### config.mk
export PLATFORM = sky130hd
export DESIGN_NAME = deadband_sample_filter_top_flat
export DESIGN_NICKNAME = d
export VERILOG_FILES = /design/src/dsf_pkg.sv /design/src/dsf_in_if.sv /design/src/dsf_out_if.sv /design/src/dsf_apb_regs.sv /design/src/deadband_sample_filter_top.sv /design/src/flat_wrapper.sv
export SDC_FILE = /design/constraint.sdc
export NUM_CORES = 1
export LEC_CHECK = 0
export BUFFER_PORTS_ARGS = -buffer_cell sky130_fd_sc_hd__buf_2
export CORE_ASPECT_RATIO = 0.5
export CORE_MARGIN = 1.5
export CORE_UTILIZATION = 55
export CTS_BUF_LIST = sky130_fd_sc_hd__clkbuf_8 sky130_fd_sc_hd__clkbuf_16
export CTS_CLUSTER_DIAMETER = 50
export DETAILED_ROUTE_END_ITERATION = 16
export GPL_TIMING_DRIVEN = 0
export PLACE_DENSITY_LB_ADDON = 0.2
export SYNTH_ARGS = -nofsm -noshare
export SYNTH_HDL_FRONTEND = slang
export SYNTH_SLANG_ARGS = --single-unit
### constraint.sdc
create_clock -name clk -period 13.7 [get_ports clk]
set_clock_uncertainty 0.1 [all_clocks]
set_input_delay 2.74 -clock clk [delete_from_list [all_inputs] [get_ports clk]]
set_output_delay 2.74 -clock clk [all_outputs]
set_load 0.03 [all_outputs]
### src/dsf_pkg.sv
// ----------------------------------------------------------------------------
// dsf_pkg
// shared constants, codes and types of the deadband sample filter
// ----------------------------------------------------------------------------
package dsf_pkg;

    // sample width default and fixed field widths
    localparam int SAMPLE_BITS_DEFAULT = 10;
    localparam int CFG_BITS            = 10;
    localparam int PERCENT_BITS        = 7;

    // percent scaling
    localparam int PERCENT_SCALE = 100;
    localparam logic [PERCENT_BITS-1:0] PERCENT_MAX = 7'd100;

    // register reset values
    localparam logic [CFG_BITS-1:0] TOLERANCE_RESET  = 10'd90;
    localparam logic [CFG_BITS-1:0] JUMP_LIMIT_RESET = 10'd300;

    // apb geometry
    localparam int APB_ADDR_BITS = 3;
    localparam int APB_DATA_BITS = 32;

    // operation codes
    localparam logic OP_SAMPLE = 1'b0;
    localparam logic OP_CLEAR  = 1'b1;

    // register indexes, taken from paddr[2]
    localparam logic REG_TOLERANCE  = 1'b0;
    localparam logic REG_JUMP_LIMIT = 1'b1;

    // configuration handed from the register file to the datapath
    typedef struct packed {
        logic [CFG_BITS-1:0] tolerance;
        logic [CFG_BITS-1:0] jump_limit;
    } dsf_cfg_t;

endpackage

### src/dsf_in_if.sv
// ----------------------------------------------------------------------------
// dsf_in_if
// input channel: one operation beat with its sample
// ----------------------------------------------------------------------------
interface dsf_in_if #(
    parameter int SAMPLE_BITS = 10
);
    logic                   valid;
    logic                   ready;
    logic                   operation;
    logic [SAMPLE_BITS-1:0] sample;

    modport source (output valid, output operation, output sample, input ready);
    modport sink   (input valid, input operation, input sample, output ready);
endinterface

### src/dsf_out_if.sv
// ----------------------------------------------------------------------------
// dsf_out_if
// result channel: held reading, flags and percent of full scale
// ----------------------------------------------------------------------------
interface dsf_out_if #(
    parameter int SAMPLE_BITS = 10
);
    import dsf_pkg::*;

    logic                    valid;
    logic                    ready;
    logic [SAMPLE_BITS-1:0]  held_reading;
    logic                    reading_valid;
    logic                    changed;
    logic [PERCENT_BITS-1:0] percent;

    modport source (
        output valid, output held_reading, output reading_valid,
        output changed, output percent, input ready
    );
    modport sink (
        input valid, input held_reading, input reading_valid,
        input changed, input percent, output ready
    );
endinterface

### src/dsf_apb_regs.sv
// ----------------------------------------------------------------------------
// dsf_apb_regs
// apb register file holding tolerance and jump limit
// ----------------------------------------------------------------------------
module dsf_apb_regs (
    input  logic                              clk,
    input  logic                              rst_n,
    input  logic                              psel,
    input  logic                              penable,
    input  logic                              pwrite,
    input  logic [dsf_pkg::APB_ADDR_BITS-1:0] paddr,
    input  logic [dsf_pkg::APB_DATA_BITS-1:0] pwdata,
    output logic [dsf_pkg::APB_DATA_BITS-1:0] prdata,
    output logic                              pready,
    output dsf_pkg::dsf_cfg_t                 cfg
);
    import dsf_pkg::*;

    logic [CFG_BITS-1:0] tolerance_reg;
    logic [CFG_BITS-1:0] jump_limit_reg;
    logic                wr_en;

    // no wait states
    assign pready = 1'b1;
    assign wr_en  = psel && penable && pwrite;

    // register writes, word index in paddr[2]
    always_ff @(posedge clk or negedge rst_n)
    begin
        if (!rst_n)
        begin
            tolerance_reg  <= TOLERANCE_RESET;
            jump_limit_reg <= JUMP_LIMIT_RESET;
        end
        else if (wr_en)
        begin
            unique case (paddr[2])
                REG_TOLERANCE:  tolerance_reg  <= pwdata[CFG_BITS-1:0];
                REG_JUMP_LIMIT: jump_limit_reg <= pwdata[CFG_BITS-1:0];
                default:        tolerance_reg  <= tolerance_reg;
            endcase
        end
    end

    // read mux
    always_comb
    begin
        unique case (paddr[2])
            REG_TOLERANCE:  prdata = APB_DATA_BITS'(tolerance_reg);
            REG_JUMP_LIMIT: prdata = APB_DATA_BITS'(jump_limit_reg);
            default:        prdata = '0;
        endcase
    end

    assign cfg.tolerance  = tolerance_reg;
    assign cfg.jump_limit = jump_limit_reg;

endmodule

### src/deadband_sample_filter_top.sv
// ----------------------------------------------------------------------------
// deadband_sample_filter_top
// deadband filter with jump confirmation over converter samples
// ----------------------------------------------------------------------------
//  channel     dir  handshake            payload
//  sample_ch   in   valid/ready          operation, sample
//  result_ch   out  valid/ready          held_reading, reading_valid, changed, percent
//  apb         in   psel/penable/pready  paddr, pwdata, prdata
//
//  one beat per cycle while the result register is free or draining; the held-value update is a single register loop
//  a sample beat gives its result in the cycle after acceptance; a clear beat gives none
//  the result register accepts a new beat while the current result is being taken
//  a stalled result blocks input only when the result register is full
//  reset clears the held value, state flags and result valid, and sets the apb registers to their defaults
// ----------------------------------------------------------------------------
module deadband_sample_filter_top #(
    parameter int SAMPLE_BITS = dsf_pkg::SAMPLE_BITS_DEFAULT
) (
    input  logic                              clk,
    input  logic                              rst_n,
    dsf_in_if.sink                            sample_ch,
    dsf_out_if.source                         result_ch,
    input  logic                              psel,
    input  logic                              penable,
    input  logic                              pwrite,
    input  logic [dsf_pkg::APB_ADDR_BITS-1:0] paddr,
    input  logic [dsf_pkg::APB_DATA_BITS-1:0] pwdata,
    output logic [dsf_pkg::APB_DATA_BITS-1:0] prdata,
    output logic                              pready
);
    import dsf_pkg::*;

    localparam int FULL_SCALE = (1 << SAMPLE_BITS) - 1;
    localparam int CMP_BITS   = (SAMPLE_BITS > CFG_BITS) ? SAMPLE_BITS : CFG_BITS;
    localparam int PROD_BITS  = SAMPLE_BITS + PERCENT_BITS;
    localparam int REM_BITS   = SAMPLE_BITS + 1;

    dsf_cfg_t cfg;

    // filter state
    logic [SAMPLE_BITS-1:0] held_value_reg, held_value_next;
    logic                   held_valid_reg, held_valid_next;
    logic                   pending_reg,    pending_next;
    logic                   change_reg,     change_next;

    // result register
    logic                    out_valid_reg;
    logic [SAMPLE_BITS-1:0]  out_held_reg;
    logic                    out_rvalid_reg;
    logic                    out_changed_reg;
    logic [PERCENT_BITS-1:0] out_percent_reg;

    logic                   in_acc;
    logic                   sample_acc;
    logic                   clear_acc;
    logic [SAMPLE_BITS-1:0] diff;
    logic                   over_tol;
    logic                   over_jump;

    logic [PROD_BITS-1:0]    scaled;
    logic [PERCENT_BITS-1:0] pct_coarse;
    logic [REM_BITS-1:0]     pct_rem;
    logic [PERCENT_BITS-1:0] pct_next;

    dsf_apb_regs u_regs (
        .clk     (clk),
        .rst_n   (rst_n),
        .psel    (psel),
        .penable (penable),
        .pwrite  (pwrite),
        .paddr   (paddr),
        .pwdata  (pwdata),
        .prdata  (prdata),
        .pready  (pready),
        .cfg     (cfg)
    );

    // input is taken whenever the result register is free or draining
    assign sample_ch.ready = !out_valid_reg || result_ch.ready;
    assign in_acc          = sample_ch.valid && sample_ch.ready;
    assign sample_acc      = in_acc && (sample_ch.operation == OP_SAMPLE);
    assign clear_acc       = in_acc && (sample_ch.operation == OP_CLEAR);

    // distance from the held value
    assign diff = (sample_ch.sample > held_value_reg) ? sample_ch.sample - held_value_reg
                                                      : held_value_reg - sample_ch.sample;
    assign over_tol  = CMP_BITS'(diff) > CMP_BITS'(cfg.tolerance);
    assign over_jump = CMP_BITS'(diff) > CMP_BITS'(cfg.jump_limit);

    // adoption decision
    always_comb
    begin
        held_value_next = held_value_reg;
        held_valid_next = held_valid_reg;
        pending_next    = pending_reg;
        change_next     = change_reg;
        if (clear_acc)
        begin
            change_next = 1'b0;
        end
        else if (sample_acc)
        begin
            if (!held_valid_reg || pending_reg || (over_tol && !over_jump))
            begin
                held_value_next = sample_ch.sample;
                held_valid_next = 1'b1;
                change_next     = 1'b1;
                pending_next    = 1'b0;
            end
            else if (over_tol)
            begin
                pending_next = 1'b1;
            end
        end
    end

    // percent = floor(v*100 / (2^n-1)): shift estimate, then one correction
    assign scaled     = PROD_BITS'(held_value_next) * PROD_BITS'(PERCENT_SCALE);
    assign pct_coarse = scaled[PROD_BITS-1:SAMPLE_BITS];
    assign pct_rem    = REM_BITS'(scaled[SAMPLE_BITS-1:0]) + REM_BITS'(pct_coarse);

    always_comb
    begin
        pct_next = pct_coarse;
        if (pct_rem >= REM_BITS'(FULL_SCALE))
        begin
            pct_next = pct_coarse + 1'b1;
        end
        if (pct_next > PERCENT_MAX)
        begin
            pct_next = PERCENT_MAX;
        end
    end

    // state and result valid
    always_ff @(posedge clk or negedge rst_n)
    begin
        if (!rst_n)
        begin
            held_value_reg <= '0;
            held_valid_reg <= 1'b0;
            pending_reg    <= 1'b0;
            change_reg     <= 1'b0;
            out_valid_reg  <= 1'b0;
        end
        else
        begin
            held_value_reg <= held_value_next;
            held_valid_reg <= held_valid_next;
            pending_reg    <= pending_next;
            change_reg     <= change_next;
            if (sample_acc)
            begin
                out_valid_reg <= 1'b1;
            end
            else if (result_ch.ready)
            begin
                out_valid_reg <= 1'b0;
            end
        end
    end

    // result payload
    always_ff @(posedge clk)
    begin
        if (sample_acc)
        begin
            out_held_reg    <= held_value_next;
            out_rvalid_reg  <= held_valid_next;
            out_changed_reg <= change_next;
            out_percent_reg <= pct_next;
        end
    end

    assign result_ch.valid         = out_valid_reg;
    assign result_ch.held_reading  = out_held_reg;
    assign result_ch.reading_valid = out_rvalid_reg;
    assign result_ch.changed       = out_changed_reg;
    assign result_ch.percent       = out_percent_reg;

`ifndef SYNTHESIS
    // a clear beat leaves the changed flag low
    assert property (@(posedge clk) disable iff (!rst_n)
        clear_acc |=> !change_reg)
        else $error("changed flag survived a clear beat");

    // a pending jump only exists once a value is held
    assert property (@(posedge clk) disable iff (!rst_n)
        pending_reg |-> held_valid_reg)
        else $error("jump pending without a held value");

    // the confirming sample always ends the pending jump
    assert property (@(posedge clk) disable iff (!rst_n)
        (sample_acc && pending_reg) |=> (!pending_reg && change_reg))
        else $error("confirming sample not adopted");

    // a result appears only after a sample beat
    assert property (@(posedge clk) disable iff (!rst_n)
        $rose(out_valid_reg) |-> $past(sample_acc))
        else $error("result without a sample beat");

    // an empty reading shows zero value and zero percent
    assert property (@(posedge clk) disable iff (!rst_n)
        (out_valid_reg && !out_rvalid_reg) |-> (out_held_reg == '0 && out_percent_reg == '0))
        else $error("nonzero reading while nothing is held");
`endif

endmodule
### src/flat_wrapper.sv
// flat-port wrapper written by rule: the top's interface ports become plain ports
module deadband_sample_filter_top_flat import dsf_pkg::*;
#(
    parameter int SAMPLE_BITS = dsf_pkg::SAMPLE_BITS_DEFAULT
)
  (clk, rst_n, psel, penable, pwrite, paddr, pwdata, prdata, pready, sample_ch_valid, sample_ch_operation, sample_ch_sample, sample_ch_ready, result_ch_valid, result_ch_held_reading, result_ch_reading_valid, result_ch_changed, result_ch_percent, result_ch_ready);
  dsf_in_if #(.SAMPLE_BITS(SAMPLE_BITS)) sample_ch_i ();
  dsf_out_if #(.SAMPLE_BITS(SAMPLE_BITS)) result_ch_i ();
  input  logic clk;
  input  logic rst_n;
  input  logic psel;
  input  logic penable;
  input  logic pwrite;
  input  logic [dsf_pkg::APB_ADDR_BITS-1:0] paddr;
  input  logic [dsf_pkg::APB_DATA_BITS-1:0] pwdata;
  output logic [dsf_pkg::APB_DATA_BITS-1:0] prdata;
  output logic pready;
  input wire logic [$bits(sample_ch_i.valid)-1:0] sample_ch_valid;
  input wire logic [$bits(sample_ch_i.operation)-1:0] sample_ch_operation;
  input wire logic [$bits(sample_ch_i.sample)-1:0] sample_ch_sample;
  output wire logic [$bits(sample_ch_i.ready)-1:0] sample_ch_ready;
  output wire logic [$bits(result_ch_i.valid)-1:0] result_ch_valid;
  output wire logic [$bits(result_ch_i.held_reading)-1:0] result_ch_held_reading;
  output wire logic [$bits(result_ch_i.reading_valid)-1:0] result_ch_reading_valid;
  output wire logic [$bits(result_ch_i.changed)-1:0] result_ch_changed;
  output wire logic [$bits(result_ch_i.percent)-1:0] result_ch_percent;
  input wire logic [$bits(result_ch_i.ready)-1:0] result_ch_ready;
  assign sample_ch_i.valid = sample_ch_valid;
  assign sample_ch_i.operation = sample_ch_operation;
  assign sample_ch_i.sample = sample_ch_sample;
  assign sample_ch_ready = sample_ch_i.ready;
  assign result_ch_valid = result_ch_i.valid;
  assign result_ch_held_reading = result_ch_i.held_reading;
  assign result_ch_reading_valid = result_ch_i.reading_valid;
  assign result_ch_changed = result_ch_i.changed;
  assign result_ch_percent = result_ch_i.percent;
  assign result_ch_i.ready = result_ch_ready;
  deadband_sample_filter_top #(.SAMPLE_BITS(SAMPLE_BITS)) u_core (.clk(clk), .rst_n(rst_n), .sample_ch(sample_ch_i), .result_ch(result_ch_i), .psel(psel), .penable(penable), .pwrite(pwrite), .paddr(paddr), .pwdata(pwdata), .prdata(prdata), .pready(pready));
endmodule
* Word level (Yosys, flattened, before mapping)
Cells that the tools add are included.
** Word-level totals
- Flip-flop bits (word level) :: 53
- Input port bits :: 53
- Output and inout port bits :: 54
- Word-level logic and storage cells :: 57
** Operators by class
- Add/sub/neg operators :: 4
- Multipliers :: 1
- $lt $le $gt $ge :: 5
- Mux-type cells :: 16
- Bitwise gates (word level) :: 3
- Reduce and logical (&&, ||, !) cells :: 17
** Operator list (number)
- 32-bit one-hot mux with 2 select lines :: 1
- 10-bit 2-to-1 mux :: 4
- 10-bit greater-than comparator :: 3
- 10-bit subtractor :: 2
- 10-bit by 5-bit multiplier with 15-bit output (second input constant) :: 1
- 10-bit by 7-bit adder with 11-bit output :: 1
- 11-bit by 10-bit greater-or-equal comparator with 1-bit output (second input constant) :: 1
- 1-bit 2-to-1 mux :: 10
- 7-bit by 1-bit adder with 7-bit output (second input constant) :: 1
- 7-bit greater-than comparator (second input constant) :: 1
- 7-bit 2-to-1 mux :: 1
- 1-bit logical AND :: 6
- 2-bit AND reduction :: 2
- 2-bit nonzero test :: 2
- 1-bit zero test :: 3
- 1-bit logical OR :: 3
- 1-bit NOT :: 3
- 3-bit AND reduction :: 1

* Longest topological paths before layout
- Depth after elaboration :: 14
- Depth in mapped cells :: 43
- Gate-level depth less buffers :: 41

* Cells and area by module
A second synthesis with hierarchy kept.
** Second synthesis, totals
- Cell total of the unflattened synthesis :: 503
- Area total of the unflattened synthesis :: 5086.1 um^2
** By module, submodules not included
- deadband_sample_filter_top :: instances 1, cells an instance 424, area each 3982.6 um^2, seq. area each 920.9 um^2
- dsf_apb_regs :: instances 1, cells an instance 79, area each 1103.6 um^2, seq. area each 510.5 um^2

* Worst setup path after synthesis
Ideal clock, no wire load.
- Path type :: in2reg
- From :: input port sample_ch_sample[0]
- To :: register u_core.out_percent_reg[4] (netlist: u_core.result_ch.percent[4]) (data pin)
- Library setup time :: 255 ps
- Arrival time :: 11637 ps
- Data required time :: 13345 ps
- Setup slack :: 1708 ps
- Stages on the path :: 41
- Path buffers :: 2
- Path through :: inv_1 > ha_1 > inv_1 > fa_1 > a21oi_1 > o21ai_1 > a2111oi_1 > o31ai_2 > o21ai_2 > buf_2 > mux2_2 > ha_1 > nor2b_1 > o21a_1 > o21a_1 > o21a_1 > o21ai_0 > a31oi_1 > [5 not listed] > inv_1 > fa_1 > inv_1 > ha_1 > a211o_1 > a2111oi_2 > nand3b_4 > ha_1 > inv_1 > fa_1 > nor2b_1 > nor4b_1 > nand3_1 > o221ai_1 > nand4_2 > nor4b_2 > o32ai_2 > and2_1
** Between the ends
- Cells in the longest elaborated chain, start to end :: 14
- Elaborated cells on any way between the ends :: 18
- Classes of those cells :: 4 x add/sub; 1 x mul; 5 x order compare; 5 x mux; 3 x reduce/logical
** Ends and longest elaborated chain
- start: declaration :: RTL line flat_wrapper.sv:20 : input wire logic [$bits(sample_ch_i.sample)-1:0] sample_ch_sample;
- 10-bit subtractor, or another cell as far along :: RTL line deadband_sample_filter_top.sv:86 : : held_value_reg - sample_ch.sample;
- 10-bit 2-to-1 mux (*) :: RTL line deadband_sample_filter_top.sv:85 : assign diff = (sample_ch.sample > held_value_reg) ? sample_ch.sample - held_value_reg
- 10-bit greater-than comparator :: RTL line deadband_sample_filter_top.sv:88 : assign over_jump = CMP_BITS'(diff) > CMP_BITS'(cfg.jump_limit);
- 1-bit zero test :: RTL line deadband_sample_filter_top.sv:103 : if (!held_valid_reg || pending_reg || (over_tol && !over_jump))
- 1-bit logical AND (*) :: RTL line deadband_sample_filter_top.sv:103
- 1-bit logical OR (*) :: RTL line deadband_sample_filter_top.sv:103
- 10-bit 2-to-1 mux (*) :: RTL line deadband_sample_filter_top.sv:103
- 10-bit 2-to-1 mux (*) :: RTL line deadband_sample_filter_top.sv:101 : else if (sample_acc)
- 10-bit 2-to-1 mux (*) :: RTL line deadband_sample_filter_top.sv:97 : if (clear_acc)
- net u_core.held_value_next[2] :: RTL line deadband_sample_filter_top.sv:41 : logic [SAMPLE_BITS-1:0] held_value_reg, held_value_next;
- 10-bit by 5-bit multiplier with 15-bit output (*) :: RTL line deadband_sample_filter_top.sv:118 : assign scaled = PROD_BITS'(held_value_next) * PROD_BITS'(PERCENT_SCALE);
- 10-bit by 7-bit adder with 11-bit output :: RTL line deadband_sample_filter_top.sv:120 : assign pct_rem = REM_BITS'(scaled[SAMPLE_BITS-1:0]) + REM_BITS'(pct_coarse);
- 11-bit by 10-bit greater-or-equal comparator with 1-bit output :: RTL line deadband_sample_filter_top.sv:125 : if (pct_rem >= REM_BITS'(FULL_SCALE))
- 7-bit 2-to-1 mux (*) :: RTL line deadband_sample_filter_top.sv:125
- 7-bit greater-than comparator :: RTL line deadband_sample_filter_top.sv:129 : if (pct_next > PERCENT_MAX)
- end signal: assignment :: RTL line deadband_sample_filter_top.sv:171 : out_percent_reg <= pct_next;
- end: declaration :: RTL line deadband_sample_filter_top.sv:51 : logic [PERCENT_BITS-1:0] out_percent_reg;
The timed path passes the listed nets; every way through them passes the cells marked *.
A chain may end at the register's enable or synchronous reset.

* Worst setup path in the final report
- From :: input port sample_ch_sample[0]
- To :: register u_core.out_percent_reg[2] (netlist: u_core.result_ch.percent[2]) (data pin)
The elaborated chain is that of the path after synthesis.

==> flow_summary.json <==
{
  "end_kind": "flip-flop",
  "grt_pass1_vias": 3720,
  "track_usage_pct": 21.3,
  "relSlewSlack_pct": 45.7,
  "cts.sinks": 53,
  "crit_family": "compound AO/OA/AOI/OAI gates",
  "drive_above_1_share_pct": 23.9,
  "synth.distinct_cells": 72,
  "htree_num_levels": 2,
  "cts-root-buf": "clkbuf_16",
  "wl_mm": 10.0,
  "vias": 3893,
  "yosys.area.top_type_share_pct": 19.7,
  "syn-cell-area_um2": 5080,
  "drtIter0Drc": 124,
  "clk_pin_slew_ns": 0.07,
  "synth_cells": 518,
  "port_buffers": 59,
  "rows": 24,
  "grt_max_degree": 35,
  "yosysTopAreaCell": "ha_1",
  "status": "complete, no violations",
  "period_needed_ns": 13.04,
  "fin_area_um2": 5780,
  "grt_pass1_wl_mm": 17.0,
  "critPathMaxStageDelay_ns": 0.61,
  "synthFlopType": "dfrtp_1",
  "nets": 746,
  "syn_avg_cell_area_um2": 9.80,
  "crit_type": "input port to flip-flop",
  "postLayoutSetupSlackWorst_ns": 0.658,
  "final_common_cell": "ha_1",
  "die_area_um2": 9850,
  "clockBufferDepth": 2,
  "gp_congestion": 0.835,
  "multiInputGateArea_um2": 3290,
  "dpl.hpwl_mm": 8.11,
  "ctsHoldBuffers": 0,
  "fp.dieW_um": 139,
  "start_util_pct": 57.5,
  "fmax_mhz": 76.7,
  "ioPinCount": 107,
  "ys_seq_area_share_pct": 28.2,
  "dr.pass1.iters": 4,
  "vias_per_cell": 5.38,
  "async_flop_share_pct": 64.2,
  "cpMostUsedCell": "ha_1",
  "numCtsBuffers": 5,
  "timing.critical_path.buf_inv": 6,
  "synth_area_leaders": "ha_1 20%, dfrtp_1 13%, edfxtp_1 11%",
  "setup_viol": 0,
  "arrival_ns": 12.99,
  "die_h_um": 70.9,
  "hold_slack_ns": 0.375,
  "setup_tns_ns": 0,
  "antenna_found_initial": 0,
  "grt_remaining_overflow": 0,
  "cp_max_fo": 10,
  "maxCapViolations": 0,
  "slew_viol_final": 0,
  "rsz0062_at_grt": "no",
  "holdCritPathClass": "flip-flop to flip-flop",
  "drc": 0,
  "register_area_um2": 1430,
  "fin_crit_sh_pct": 95.2,
  "synth_edf_count": 19,
  "hold_viol": 0,
  "cp-start-kind": "input port",
  "yosys_warnings": 0,
  "diodes": 0,
  "clock_latency_ns": 0.30,
  "worst_ep_required_time_ns": 13.65,
  "wl_per_cell_um": 13.9,
  "areaGrowthSynthToFinish_pct": 13.8,
  "cts_tree": "built",
  "nFillCells": 717,
  "layout_common_cells": "80 x ha_1, 63 x inv_1, 61 x buf_2",
  "worst_slew_pin_slew_ns": 0.813,
  "synth-seq-cells": 53,
  "design.core.area_um2": 8830,
  "post-place-ws_ns": 0.159,
  "dpl_cell_area_um2": 5600,
  "cp_slowest_cell": "a2111oi_1",
  "drtAntennaViolNets": 0
}
## layer usage
layer / vias up / part of all wire (%) / track usage [%]
met3: 9 / 3.9 / 3.66
met4: 0 / 1.0 / 5.32
li1: 1970 / - / -
met2: 78 / 46 / 37.2
met5: - / 0 / 0
met1: 1836 / 49 / 27.8
## cells by family (layout without fill, tap and decap cells)
| logic type | Yosys count | count (layout) | synth area share (%) |
|---|---|---|---|
| muxes | 39 | 39 | 8.28 |
| xor gates and xnor gates | 25 | 25 | 4.88 |
| AOI/OAI and AO/OA | 113 | 113 | 15.7 |
| DFF | 53 | 53 | 28.2 |
| adders and majority gates | 88 | 88 | 22.9 |
| and+or+nand+nor | 105 | 105 | 11.3 |
| other | 2 | 23 | 0.148 |
| buffers and inverters | 93 | 160 | 8.63 |
## cell usage after synthesis (9+ instances only)
cell type,count
edfxtp_1,19
xnor2_1,13
dfrtp_1,26
o21ai_0,28
xor2_1,9
a21oi_1,16
mux2_2,24
nand2_1,34
nor2_1,16
nand3_1,10
mux2i_1,15
nand4_1,9
a21o_1,13
inv_1,63
buf_4,23
ha_1,80
## through the flow
stage / util (%) / cells
after floorplan: - / 539
after global placement: 63.4 / 715
after detailed placement: 63.4 / 715
after CTS: 65.4 / 723
after global routing: 65.5 / 723
final: 65.5 / 723
## layout make-up
type,instances,area share (%)
multi-input combinational,393,57.0
sequential,53,24.8
timing repair buffer,59,5.11
inverter,63,4.09
buffer,30,3.48
tap,117,2.53
clock buffer,6,2.40
clock inverter,2,0.628
## what timing repair did
action                     CTS  global route
setup endpoints to repair    0             5
gates resized for setup      0             2
setup buffers                0             0
## tightest hold or removal path, delay by kind of cell, from the launching register on
family	cells	cell delay [ns]
simple gates	2	0.12
flops	1	0.32
## path summary, 6_finish.rpt
path                       slack (ns)                startpoint                              end  cells past startpoint
max                              0.66       sample_ch_sample[0]      u_core.result_ch.percent[2]                     40
min                              0.38         u_core.change_reg                u_core.change_reg                      2
max reg2reg                      2.93  u_core.held_value_reg[1]      u_core.result_ch.percent[2]                     37
min reg2reg                      0.38         u_core.change_reg                u_core.change_reg                      2
max in group asynchronous       10.59                     rst_n  u_core.u_regs.jump_limit_reg[1]                      1
min in group asynchronous        2.41                     rst_n         u_core.held_value_reg[1]                      1
Power is not shown: default switching activity piles up to over one toggle a cycle in this logic, so the estimate is an artifact.
